`src/hw/rtl/lbp_pkg.sv`:
```
`default_nettype none
package lbp_pkg;

    localparam int MAX_BEAMS     = 2048;
    localparam int CORDIC_STEPS  = 24;
    localparam int CORDIC_LAT    = CORDIC_STEPS + 1;
    localparam int PLACE_LAT     = 3;
    localparam int NORM_BITS     = 8;
    localparam int NORM_CORE_LAT = 3 + 2 * NORM_BITS;
    localparam int NORM_PAD      = CORDIC_LAT + PLACE_LAT - NORM_CORE_LAT;
    localparam int OK_LAT        = CORDIC_LAT + PLACE_LAT;
    localparam int TOTAL_LAT     = 1 + CORDIC_LAT + PLACE_LAT;
    localparam int XW            = 34;
    localparam int ZW            = 32;
    localparam int ADDR_W        = 5;

    localparam logic signed [XW-1:0] CORDIC_GAIN_Q30 = XW'(652032874);

    localparam logic [29:0] ATAN_TURN [CORDIC_STEPS] = '{
        30'd536870912, 30'd316933406, 30'd167458907, 30'd85004756,
        30'd42667331,  30'd21354465,  30'd10679838,  30'd5340245,
        30'd2670163,   30'd1335087,   30'd667544,    30'd333772,
        30'd166886,    30'd83443,     30'd41722,     30'd20861,
        30'd10430,     30'd5215,      30'd2608,      30'd1304,
        30'd652,       30'd326,       30'd163,       30'd81
    };

    // register map, word index
    localparam logic [2:0] REG_PIXEL_SCALE  = 3'd0;
    localparam logic [2:0] REG_NEAR_LIMIT   = 3'd1;
    localparam logic [2:0] REG_FAR_LIMIT    = 3'd2;
    localparam logic [2:0] REG_REFLECT_REF  = 3'd3;
    localparam logic [2:0] REG_ANGLE_START  = 3'd4;
    localparam logic [2:0] REG_ANGLE_STEP   = 3'd5;
    localparam logic [2:0] REG_CENTER_X     = 3'd6;
    localparam logic [2:0] REG_CENTER_Y     = 3'd7;

    typedef struct packed {
        logic [10:0] beam_index;
        logic [15:0] distance_mm;
        logic [15:0] raw_intensity;
    } beam_t;

    typedef struct packed {
        logic [7:0]         norm_intensity;
        logic signed [15:0] pixel_x;
        logic signed [15:0] pixel_y;
        logic               in_range;
    } pixel_t;

    function automatic logic signed [15:0] sat16(input logic signed [XW-1:0] v);
        logic signed [15:0] r;
        if (v > XW'(32767))
        begin
            r = 16'sd32767;
        end
        else if (v < -XW'(32768))
        begin
            r = -16'sd32768;
        end
        else
        begin
            r = v[15:0];
        end
        return r;
    endfunction

    function automatic logic signed [15:0] to_q15(input logic signed [XW-1:0] v);
        logic signed [XW-1:0] t;
        t = (v + XW'(16384)) >>> 15;
        return sat16(t);
    endfunction

    function automatic logic signed [15:0] neg_sat(input logic signed [15:0] v);
        logic signed [15:0] r;
        if (v == -16'sd32768)
        begin
            r = 16'sd32767;
        end
        else
        begin
            r = -v;
        end
        return r;
    endfunction

endpackage
`default_nettype wire

```
`src/hw/rtl/lbp_place.sv`:
```
`default_nettype none
module lbp_place import lbp_pkg::*;
(
    input  wire logic               clk,
    input  wire logic               rst_n,
    input  wire logic               in_valid,
    input  wire logic [31:0]        ds,
    input  wire logic signed [15:0] trig,
    input  wire logic signed [15:0] center,
    output logic                    out_valid,
    output logic signed [15:0]      pix
);

    logic               v1_reg, v2_reg, v3_reg;
    logic signed [48:0] p_reg;
    logic signed [18:0] r_reg;
    logic signed [15:0] pix_reg;
    logic [47:0]        m;
    logic [17:0]        r;
    logic signed [XW-1:0] sum;

    assign m   = p_reg[48] ? 48'(-p_reg) : p_reg[47:0];
    assign r   = 18'((m + 48'h4000_0000) >> 31);
    assign sum = XW'(r_reg) + XW'(center);

    always_ff @(posedge clk or negedge rst_n)
    begin
        if (!rst_n)
        begin
            v1_reg <= 1'b0;
            v2_reg <= 1'b0;
            v3_reg <= 1'b0;
        end
        else
        begin
            v1_reg <= in_valid;
            v2_reg <= v1_reg;
            v3_reg <= v2_reg;
        end
    end

    always_ff @(posedge clk)
    begin
        if (in_valid)
        begin
            p_reg <= $signed({1'b0, ds}) * trig;
        end
        if (v1_reg)
        begin
            // round half away from zero
            r_reg <= p_reg[48] ? -$signed({1'b0, r}) : $signed({1'b0, r});
        end
        if (v2_reg)
        begin
            pix_reg <= sat16(sum);
        end
    end

    assign out_valid = v3_reg;
    assign pix       = pix_reg;

endmodule
`default_nettype wire
```
`config.mk`:
```
export PLATFORM = sky130hd
export DESIGN_NAME = lbp_place
export DESIGN_NICKNAME = d
export VERILOG_FILES = /design/src/hw/rtl/lbp_pkg.sv /design/src/hw/rtl/lbp_place.sv
export SDC_FILE = /design/constraint.sdc
export NUM_CORES = 1
export LEC_CHECK = 0
export ABC_CLOCK_PERIOD_IN_PS = 8500
export BUFFER_PORTS_ARGS = -buffer_cell sky130_fd_sc_hd__buf_4
export CORE_ASPECT_RATIO = 0.6
export CORE_MARGIN = 4
export CORE_UTILIZATION = 61
export DETAILED_ROUTE_END_ITERATION = 10
export GPL_ROUTABILITY_DRIVEN = 0
export PLACE_DENSITY_LB_ADDON = 0.2
export RECOVER_POWER = 25
export REMOVE_ABC_BUFFERS = 1
export SKIP_LAST_GASP = 1
export SLEW_MARGIN = 30
export SYNTH_ARGS = -nofsm -noshare
export SYNTH_HDL_FRONTEND = slang
export SYNTH_SLANG_ARGS = --single-unit
```
`constraint.sdc`:
```
create_clock -name clk -period 8.5 [get_ports clk]
set_clock_uncertainty 0.2 [all_clocks]
set_input_delay 0.425 -clock clk [delete_from_list [all_inputs] [get_ports clk]]
set_output_delay 0.425 -clock clk [all_outputs]
set_load 0.02 [all_outputs]
```
After elaboration in Yosys (flattened, before gate mapping)
Index checks and enable logic that the tools add are counted.
{"block": "totals", "output_inout_bits": 17, "word_cells": 17, "inputBits": 67, "reg_bits": 87}
{"block": "classes", "n_mul": 1, "n_mux": 3, "addsub": 4, "magnitude_cmp": 2}
{"cell": "$mul 33x16->49", "n": 1}
{"cell": "$add 48x31->48 const B", "n": 1}
{"cell": "$mux 48", "n": 1}
{"cell": "$neg 48->48", "n": 1}
{"cell": "$add 19x16->20", "n": 1}
{"cell": "$gt 20x16->1 const B", "n": 1}
{"cell": "$lt 20x16->1 const B", "n": 1}
{"cell": "$neg 17->19", "n": 1}
{"cell": "$mux 17", "n": 1}
{"cell": "$mux 16", "n": 1}

Logic depth before layout (Yosys ltp)
Gate-level depths: netlist of run 1.
{"block": "logic_depth", "ltp_word": 5, "ltp_mapped": 26, "ltp_nobuf": 24}

Worst setup path after synthesis of run 1
No wires, ideal clock.
{"block": "synth_path", "path_kind": "input -> register", "from": "input trig[9]", "to": "register p_reg[41], data pin", "setup_ns": 0.264, "slack_ns": 1.503, "t_arrival_ns": 6.534, "required_ns": 8.036, "path_buffers": 1, "cell_stages": 24, "cell_sequence": "clkbuf_1 > nand2_1 > fa_1 > inv_1 > fa_1 > inv_1 > fa_1 > inv_1 > fa_1 > fa_1 > inv_1 > fa_1 > inv_1 > ha_1 > and4_1 > and2_1 > a41oi_1 > a211oi_1 > a211oi_1 > o21ai_1 > a2111oi_0 > o21bai_1 > a221oi_1 > xnor2_1"}
{"block": "synth_via", "elab_chain_len": 1}
{"element": "from (decl)", "line": "lbp_place.sv:8", "source": "input wire logic signed [15:0] trig,"}
{"element": "$mul 33x16->49", "line": "lbp_place.sv:46", "source": "p_reg <= $signed({1'b0, ds}) * trig;"}
{"element": "to (signal assigned)", "line": "lbp_place.sv:46"}
{"element": "to (decl)", "line": "lbp_place.sv:15", "source": "logic signed [48:0] p_reg;"}
Every way passes these cells.
A chain may end at the register's enable or synchronous reset.

Worst setup path after layout of run 1
{"block": "layout_path", "from": "input trig[9]", "to": "register p_reg[46], data pin"}
The elaborated chain is that of the path after synthesis.

==> key figures, run 1 <==
Yosys
  – Cells after Synth: between 2000 and 2500
  – Seq/Total Area, Yosys: between 10% and 20%
  – Area of the mapped netlist: between 20000 and 25000 µm²
  – Seq cells post-synth: 87
  – FFs w/ async S/R, synth: under 10%
  – Syn_area_per_cell: about 9.1 µm²
  – Count of synthesis-stage warnings from yosys: 0
  – Primary flip-flop cell chosen by synthesis mapping: edfxtp_1
  – Post-synthesis cell type count: 76
  – Number of enable flip-flop cells after synthesis: between 80 and 90

Route
  – Total length of routed wires: roughly 57000 µm
  – Number of vias per cell: 5.78
  – Average wire length per cell after detail routing: 19.6 µm
  – Total iterations of the first detailed-routing run: 5
  – Total number of vias: 16725
  – ANT nets after route: 0
  – Starting DRC count in detailed routing: roughly 1600
  – Post-route DRC: 0

Place
  – DP Wirelength: 45100 µm
  – Number of buffers added on ports: between 80 and 90
  – Post-placement cell count: approximately 2900

STA
  – Final number of max-transition violations: 84
  – Hold Vio Cnt, Final: 0
  – Final-layout setup total negative slack: 0 ns
  – Minimum clock period after layout: approximately 7.4 ns
  – Fmax: 0.135 GHz
  – Total of endpoints with negative setup slack in the final report: 0
  – Unrepaired setup endpoints after global routing: false
  – Share of the clock period used by the worst path after layout: a little under 90%
  – Actual slew at the worst max-slew pin: around 2.7 ns
  – Max-slew headroom at the worst pin: -77.0%

CTS
  – TritonCTS clock tree: yes
  – Post-CTS Setup Bufs: 0
  – Root buffer selected by CTS: clkbuf_16
  – Num Clock Sinks: 87
  – Clock insertion delay at the later pin of the skew report: around 0.33 ns
  – Num CTS Buffers: 9
  – Register clock-pin slew on the reported worst setup and hold paths: 0.06 ns
  – CTS H-tree lvls: 3
  – Maximum buffer depth of the clock tree: 2

Die
  – Initial core utilization: 62.5%
  – Core Footprint: 35300 µm²
  – DIE AREA: between 30000 and 40000 µm²
  – IO Count: 84
  – Cell Rows: 53
  – Die width: around 250 µm
  – Overall die height: ~160 µm

Worst setup path
  – Maximum fanout along the worst path: 32
  – CP Class: in2reg
  – Arrival @ worst endpoint: between 7 and 8 ns
  – Crit end category: flip-flop
  – Worst flop-to-flop path startpoint: p_reg[3]$_DFFE_PP_
  – Required arrival time at the worst endpoint: 8.38 ns
  – Flop2flop setup slack: 4.01 ns
  – Startpoint class of the critical path: input port
  – R2R cell count: 13
  – Reg-to-reg critical path endpoint: r_reg[18]$_SDFFCE_PN0P_
  – Endpoint of the worst setup timing path: p_reg[46]$_DFFE_PP_
  – Launching instance or port of the critical path: trig[9]

Global route
  – Remaining global-route overflow: 0
  – Pin count of the biggest net entering global routing: 51
  – Total routing usage reported by global routing: around 30%
  – Antenna violations before repair: 1
  – First-pass GRT wire length: ~93000 µm
  – Number of global-route vias before repair: 17526

Flow run
  – Number of max-cap violations: 2

Cells and area
  – Most frequent cells in the layout: inv_1, fa_1, nand2_1
  – P&R area growth vs syn: 5.03%
  – Flip-flop count of the largest register, all copies and words added: 49
  – Count of antenna diodes in the layout: 0
  – Non-filler cells in the finished layout: 2893
  – Proportion of layout cells with a drive suffix above 1: between 5 and 6%
  – Most frequent standard cell in the layout excluding fill and tap cells: inv_1
  – Post-layout nets: about 3000

Hold path
  – Hold crit path type: in2async

Status
  – Violated checks: capacitance limit, slew limit
  – Run status: finished with violations
## critical path, cell delays in order
cell	delay (ns)
buf_4	0.34
nand2_1	0.14
fa_1	0.55
inv_1	0.05
fa_1	0.52
inv_1	0.07
fa_1	0.48
inv_1	0.05
fa_1	0.54
fa_1	0.55
inv_1	0.05
fa_1	0.53
inv_1	0.04
ha_1	0.37
and4_1	0.23
and2_1	0.16
nand2_1	0.06
a2111oi_0	0.60
nor2_1	0.20
o2111ai_1	0.37
nand3_1	0.16
a31oi_1	0.35
nor4_1	0.10
a311o_1	0.33
## metal layers
layer  GRT usage, %  vias to the layer above  share of wire (%)
li1               -                     7475                  -
met1           43.9                     8224                 44
met2           41.4                      944                 40
met3           13.8                       80                 15
met4           5.45                        2                1.4
met5              0                        -              0.023
## synth_stat cells (all sizes together) (3+ instances only)
cell type,number,area share [%]
and4,4,0.16
edfxtp,84,11
a21boi,3,0.10
a221oi,4,0.16
a211o,3,0.12
and2,235,6.7
nand2b,20,0.57
nor3b,3,0.12
and3,10,0.28
dfrtp,3,0.34
nor2b,10,0.28
inv,519,8.8
o21bai,7,0.24
buf,6,0.15
a311o,3,0.14
ha,175,9.9
o211ai,13,0.44
nand4b,3,0.12
nand4,15,0.45
nand3,22,0.52
nor3,16,0.39
o41a,3,0.15
nand3b,3,0.10
o21ai,68,1.5
clkbuf,103,1.7
a21oi,67,1.5
o21a,7,0.24
a2111oi,5,0.37
nand2,313,5.3
a211oi,10,0.36
o31ai,11,0.46
xor2,38,1.5
a31oi,8,0.23
mux2i,7,0.32
or3,3,0.085
o2111ai,4,0.16
nor4,13,0.69
xnor2,56,2.3
or2,4,0.11
nor2,79,1.3
fa,419,38
a21o,24,0.82
## stage by stage
step                util [%]  instance area (µm²)  hold WS [ns]  setup WS, ns
floorplan                  -                21700       -0.0706          1.65
CTS                     65.7                23200         0.199          1.16
global route            65.7                23200         0.248         0.674
detailed placement      64.8                22900        0.0210         0.802
finish                  65.7                23200         0.236          1.09
global placement        64.8                22900        0.0178         0.945
## cell type report
| cell class | instances | area [µm²] |
|---|---|---|
| flip-flops and latches | 87 | 2600 |
| inverters | 521 | 1960 |
| fillers | 2876 | 12100 |
| multi-input cells | 1716 | 17100 |
| well taps | 467 | 584 |
| clock buffers | 11 | 233 |
| repair buffers | 87 | 644 |
| clock inverters | 4 | 71.3 |
## logic make-up after synthesis
family | synth area share, %
multiplexers | 0.419
AND/OR/NAND/NOR | 17.3
buffers and inverters | 10.8
AO/OA/AOI/OAI | 7.90
flip-flops | 11.8
XOR/XNOR | 3.97
adder cells (fa/ha/maj) | 47.9
## how the worst min path moves through the flow
stage,end,slack (ns),cells past startpoint
finish,out_valid$_DFF_PN0_,0.24,2
global route,out_valid$_DFF_PN0_,0.25,2
CTS,out_valid$_DFF_PN0_,0.20,2
detailed placement,out_valid$_DFF_PN0_,0.02,1
global placement,out_valid$_DFF_PN0_,0.02,1
floorplan,out_valid$_DFF_PN0_,-0.07,0
## what timing repair did
action                                  in CTS  in global routing
hold buffers                                 1                  0
resized for setup                            0                  0
endpoints found under the setup margin       0                  0
hold endpoints to repair                     3                  0
Power of run 1 is not shown: default switching activity piles up to over one toggle a cycle in this logic, so the estimate is an artifact.
==> run 2: changes to the inputs <==
- GPL_TIMING_DRIVEN: default -> 0
- SKIP_CTS_REPAIR_TIMING: default -> 1
==> key figures, run 2 (synthesis gave the netlist of run 1 again) <==
Status
  – Run status: finished with violations (unchanged)
  – Violated checks: capacitance limit, slew limit (unchanged)

Hold path
  – Hold crit path type: in2async (unchanged)

Die
  – Cell Rows: 53 (unchanged)
  – Initial core utilization: 62.5% (unchanged)
  – Core Footprint: 35300 µm² (unchanged)
  – IO Count: 84 (unchanged)
  – Die width: 254 µm (unchanged)
  – Overall die height: 155 µm (unchanged)
  – DIE AREA: 39400 µm² (unchanged)

Place
  – Number of buffers added on ports: 83 (unchanged)
  – DP Wirelength: 41800 µm (was 45100 µm)
  – Post-placement cell count: 2876 (was 2877)

Route
  – Number of vias per cell: 5.71 (was 5.78)
  – Post-route DRC: 0 (unchanged)
  – ANT nets after route: 0 (unchanged)
  – Total number of vias: 16525 (was 16725)
  – Total length of routed wires: 53700 µm (was 56800 µm)
  – Total iterations of the first detailed-routing run: 6 (was 5)
  – Average wire length per cell after detail routing: 18.6 µm (was 19.6 µm)
  – Starting DRC count in detailed routing: 1246 (was 1639)

Global route
  – First-pass GRT wire length: 90400 µm (was 92700 µm)
  – Total routing usage reported by global routing: 28.6% (was 29.9%)
  – Number of global-route vias before repair: 17496 (was 17526)
  – Pin count of the biggest net entering global routing: 51 (unchanged)
  – Remaining global-route overflow: 0 (unchanged)
  – Antenna violations before repair: 1 (unchanged)

CTS
  – Num Clock Sinks: 87 (unchanged)
  – Clock insertion delay at the later pin of the skew report: 0.34 ns (was 0.33 ns)
  – Root buffer selected by CTS: clkbuf_16 (unchanged)
  – Num CTS Buffers: 9 (unchanged)
  – CTS H-tree lvls: 3 (unchanged)
  – Register clock-pin slew on the reported worst setup and hold paths: 0.06 ns (about the same)
  – Maximum buffer depth of the clock tree: 2 (unchanged)
  – TritonCTS clock tree: yes (unchanged)

Worst setup path
  – CP Class: in2reg (unchanged)
  – Arrival @ worst endpoint: 7.72 ns (was 7.29 ns)
  – Maximum fanout along the worst path: 26 (was 32)
  – Crit end category: flip-flop (unchanged)
  – Startpoint class of the critical path: input port (unchanged)
  – Required arrival time at the worst endpoint: 8.37 ns (was 8.38 ns)

Cells and area
  – P&R area growth vs syn: 4.94% (was 5.03%)
  – Flip-flop count of the largest register, all copies and words added: 49 (unchanged)
  – Most frequent standard cell in the layout excluding fill and tap cells: inv_1 (unchanged)
  – Proportion of layout cells with a drive suffix above 1: 5.11% (was 5.03%)
  – Most frequent cells in the layout: inv_1, fa_1, nand2_1 (unchanged)
  – Non-filler cells in the finished layout: 2893 (unchanged)
  – Count of antenna diodes in the layout: 0 (unchanged)
  – Post-layout nets: 3082 (was 3083)

STA
  – Unrepaired setup endpoints after global routing: false (unchanged)
  – Max-slew headroom at the worst pin: -65.3% (was -77.0%)
  – Final-layout setup total negative slack: 0 ns (unchanged)
  – Final number of max-transition violations: 84 (unchanged)
  – Share of the clock period used by the worst path after layout: 92.4% (was 87.1%)
  – Fmax: 0.127 GHz (was 0.135 GHz)
  – Hold Vio Cnt, Final: 0 (unchanged)
  – Total of endpoints with negative setup slack in the final report: 0 (unchanged)
  – Minimum clock period after layout: 7.85 ns (was 7.41 ns)
  – Actual slew at the worst max-slew pin: 2.48 ns (was 2.66 ns)
  – Final-layout worst hold slack: 0.255 ns (was 0.236 ns)

Flow run
  – Number of max-cap violations: 2 (unchanged)
run 2: worst paths after layout:
kind	cells past startpoint	from	endpoint	slack [ns]
worst max-delay path	22	trig[15]	p_reg[41]$_DFFE_PP_	0.65
worst min-delay path	2	rst_n	v1_reg$_DFF_PN0_	0.26
worst max register to register	13	p_reg[20]$_DFFE_PP_	r_reg[14]$_DFFE_PP_	4.06
worst min register to register	3	r_reg[0]$_DFFE_PP_	pix[0]$_SDFFCE_PN1P_	0.57
max in group asynchronous	2	rst_n	out_valid$_DFF_PN0_	7.66
min in group clk	2	ds[0]	p_reg[0]$_DFFE_PP_	0.39
run 2: per-layer routing:
metal / part of all wire [%] / wire, µm / global-route usage [%] / vias up
met2: 43 / 22800 / 43.1 / 829
met5: 0 / 0 / 0 / -
met4: 1.7 / 913 / 5.48 / 0
li1: - / - / - / 7468
met3: 11 / 5950 / 7.47 / 88
met1: 45 / 24000 / 42.6 / 8140
run 2: area by class of cell:
class | count | area [µm²]
Clock buffer | 10 | 229
Clock inverter | 6 | 43.8
Fill cell | 2844 | 12200
Inverter | 521 | 1960
Multi-Input combinational cell | 1716 | 17100
Sequential cell | 87 | 2600
Tap cell | 467 | 584
Timing Repair Buffer | 86 | 652
run 2: worst max-delay path, stage by stage:
cell and delay (ns):
buf_4 0.24, clkinv_2 0.52, nor2_1 0.32, fa_1 0.48
fa_1 0.47, fa_1 0.53, fa_1 0.45, fa_1 0.55
inv_1 0.06, fa_1 0.52, inv_1 0.04, ha_1 0.39
a21oi_1 0.19, inv_1 0.07, a211oi_1 0.45, a211oi_1 0.17
a211oi_1 0.38, o21ai_1 0.21, a2111oi_0 0.53, o21bai_1 0.21
a221oi_1 0.36, xnor2_1 0.13
run 2: metrics by stage:
stage               setup slack, ns  cell area [µm²]  utilization, %
floorplan                      1.65            21700               -
finish                        0.646            23200            65.6
detailed placement            0.415            22900            64.8
global route                  0.286            23200            65.6
global placement            -0.0442            22900            64.7
CTS                           0.751            23200            65.6
Power of run 2 is left out for the same reason.
==> run 3: changes to the inputs <==
- CAP_MARGIN: default -> 20
- CORE_ASPECT_RATIO: 0.6 -> default
==> key figures, run 3 (synthesis gave the netlist of run 1 again) <==
Place
  – DP Wirelength: 39100 µm (was 41800 µm)
  – Post-detailed-placement cell area: 22900 µm² (about the same)
  – Number of buffers added on ports: 83 (unchanged)
  – Post-placement cell count: 2870 (was 2876)

Global route
  – Remaining global-route overflow: 0 (unchanged)
  – Number of global-route vias before repair: 17284 (was 17496)
  – Total routing usage reported by global routing: 25.9% (was 28.6%)
  – Pin count of the biggest net entering global routing: 51 (unchanged)
  – First-pass GRT wire length: 83400 µm (was 90400 µm)
  – Antenna violations before repair: 0 (was 1)

Route
  – Number of vias per cell: 5.65 (was 5.71)
  – ANT nets after route: 0 (unchanged)
  – Starting DRC count in detailed routing: 1007 (was 1246)
  – Total iterations of the first detailed-routing run: 5 (was 6)
  – Post-route DRC: 0 (unchanged)
  – Total length of routed wires: 48900 µm (was 53700 µm)
  – Wl on met1: 20400 µm (was 24000 µm)
  – Highest routing layer actually used: met4 (unchanged)
  – Detailed route wirelength on metal3: 3280 µm (was 5950 µm)
  – Average wire length per cell after detail routing: 16.9 µm (was 18.6 µm)
  – Total number of vias: 16306 (was 16525)
  – Wire length on met2: 24100 µm (was 22800 µm)

Worst setup path
  – Peak per-stage delay on the critical path: 0.73 ns (was 0.55 ns)
  – Path length in cells of the critical path: 24 (was 22)
  – Crit end category: flip-flop (unchanged)
  – Startpoint class of the critical path: input port (unchanged)
  – Most frequent cell on the critical path: fa_1 (unchanged)
  – Required arrival time at the worst endpoint: 8.38 ns (was 8.37 ns)
  – Arrival @ worst endpoint: 7.52 ns (was 7.72 ns)
  – Worst path bufs/invs: 6 (was 5)
  – Ordered list of cells on the worst path: buf_4, nand2_1, fa_1, inv_1, fa_1, inv_1, fa_1, inv_1, fa_1, fa_1, inv_1, fa_1, inv_1, ha_1, and4_1, and2_1, nand2_1, a2111oi_0, nor2_1, o2111ai_1, nand3_1, a31oi_1, nor4_1, a311o_1 (was buf_4, clkinv_2, nor2_1, fa_1, fa_1, fa_1, fa_1, fa_1, inv_1, fa_1, inv_1, ha_1, a21oi_1, inv_1, a211oi_1, a211oi_1, a211oi_1, o21ai_1, a2111oi_0, o21bai_1, a221oi_1, xnor2_1)
  – Crit path max-delay cell type: a2111oi_0 (was fa_1)
  – Cell family contributing the most delay on the critical path: adder cells (unchanged)
  – CP Class: in2reg (unchanged)
  – R2R cell count: 9 (was 13)
  – Maximum fanout along the worst path: 32 (was 26)

Die
  – Overall die height: 198 µm (was 155 µm)
  – Cell Rows: 69 (was 53)
  – Initial core utilization: 62.0% (was 62.5%)
  – DIE AREA: 39300 µm² (was 39400 µm²)
  – Core Footprint: 35700 µm² (was 35300 µm²)
  – Die width: 198 µm (was 254 µm)
  – IO Count: 84 (unchanged)

STA
  – Minimum clock period after layout: 7.64 ns (was 7.85 ns)
  – Final-layout setup total negative slack: 0 ns (unchanged)
  – Actual slew at the worst max-slew pin: 2.43 ns (was 2.48 ns)
  – Hold Vio Cnt, Final: 0 (unchanged)
  – Final number of max-transition violations: 51 (was 84)
  – Unrepaired setup endpoints after global routing: false (unchanged)
  – Max-slew headroom at the worst pin: -61.9% (was -65.3%)
  – Total of endpoints with negative setup slack in the final report: 0 (unchanged)
  – Share of the clock period used by the worst path after layout: 89.9% (was 92.4%)
  – Final-layout worst hold slack: 0.233 ns (was 0.255 ns)
  – Fmax: 0.131 GHz (was 0.127 GHz)

CTS
  – TritonCTS clock tree: yes (unchanged)
  – Maximum buffer depth of the clock tree: 2 (unchanged)
  – Clock insertion delay at the later pin of the skew report: 0.33 ns (was 0.34 ns)
  – Num CTS Buffers: 9 (unchanged)
  – Root buffer selected by CTS: clkbuf_16 (unchanged)
  – Register clock-pin slew on the reported worst setup and hold paths: 0.06 ns (about the same)
  – CTS H-tree lvls: 3 (unchanged)
  – Num Clock Sinks: 87 (unchanged)

Cells and area
  – Non-filler cells in the finished layout: 2887 (was 2893)
  – Count of antenna diodes in the layout: 0 (unchanged)
  – P&R area growth vs syn: 5.22% (was 4.94%)
  – Flip-flop count of the largest register, all copies and words added: 49 (unchanged)
  – Most frequent cells in the layout: inv_1, fa_1, nand2_1 (unchanged)
  – Finished Cell Area: 23300 µm² (was 23200 µm²)
  – Post-layout nets: 3082 (unchanged)
  – Proportion of layout cells with a drive suffix above 1: 5.19% (was 5.11%)
  – Most frequent standard cell in the layout excluding fill and tap cells: inv_1 (unchanged)

Hold path
  – Hold crit path type: in2async (unchanged)

Status
  – Violated checks: capacitance limit, slew limit (unchanged)
  – Run status: finished with violations (unchanged)

Flow run
  – Number of max-cap violations: 1 (was 2)
## run 3: metrics by stage
step | utilization [%] | setup WS (ns)
3_5_place_dp | 64.2 | 0.0337
6_report | 65.2 | 0.856
4_1_cts | 65.2 | 0.369
3_3_place_gp | 64.2 | 0.210
2_1_floorplan | - | 1.65
5_1_grt | 65.2 | 0.638
## run 3: cell type report
| cell class | instances | area [µm²] |
|---|---|---|
| Timing Repair Buffer | 86 | 648 |
| Multi-Input combinational cell | 1716 | 17100 |
| Clock inverter | 7 | 124 |
| Tap cell | 461 | 577 |
| Fill cell | 2927 | 12400 |
| Inverter | 521 | 1960 |
| Sequential cell | 87 | 2600 |
| Clock buffer | 9 | 225 |
## run 3: layer usage
metal	up-vias	GRT usage, %
met5	-	0
met4	0	6.43
met3	101	3.34
met2	599	44.0
met1	8145	35.8
li1	7461	-
## run 3: final timing paths
check,endpoint,startpoint,slack (ns)
setup / recovery,p_reg[46]$_DFFE_PP_,trig[9],0.86
hold / removal,v2_reg$_DFF_PN0_,rst_n,0.23
setup reg to reg,r_reg[18]$_SDFFCE_PN0P_,p_reg[20]$_DFFE_PP_,4.15
hold reg to reg,pix[0]$_SDFFCE_PN1P_,r_reg[0]$_DFFE_PP_,0.56
max in group asynchronous,v1_reg$_DFF_PN0_,rst_n,7.71
min in group clk,p_reg[0]$_DFFE_PP_,ds[0],0.37
Power of run 3 is left out for the same reason.
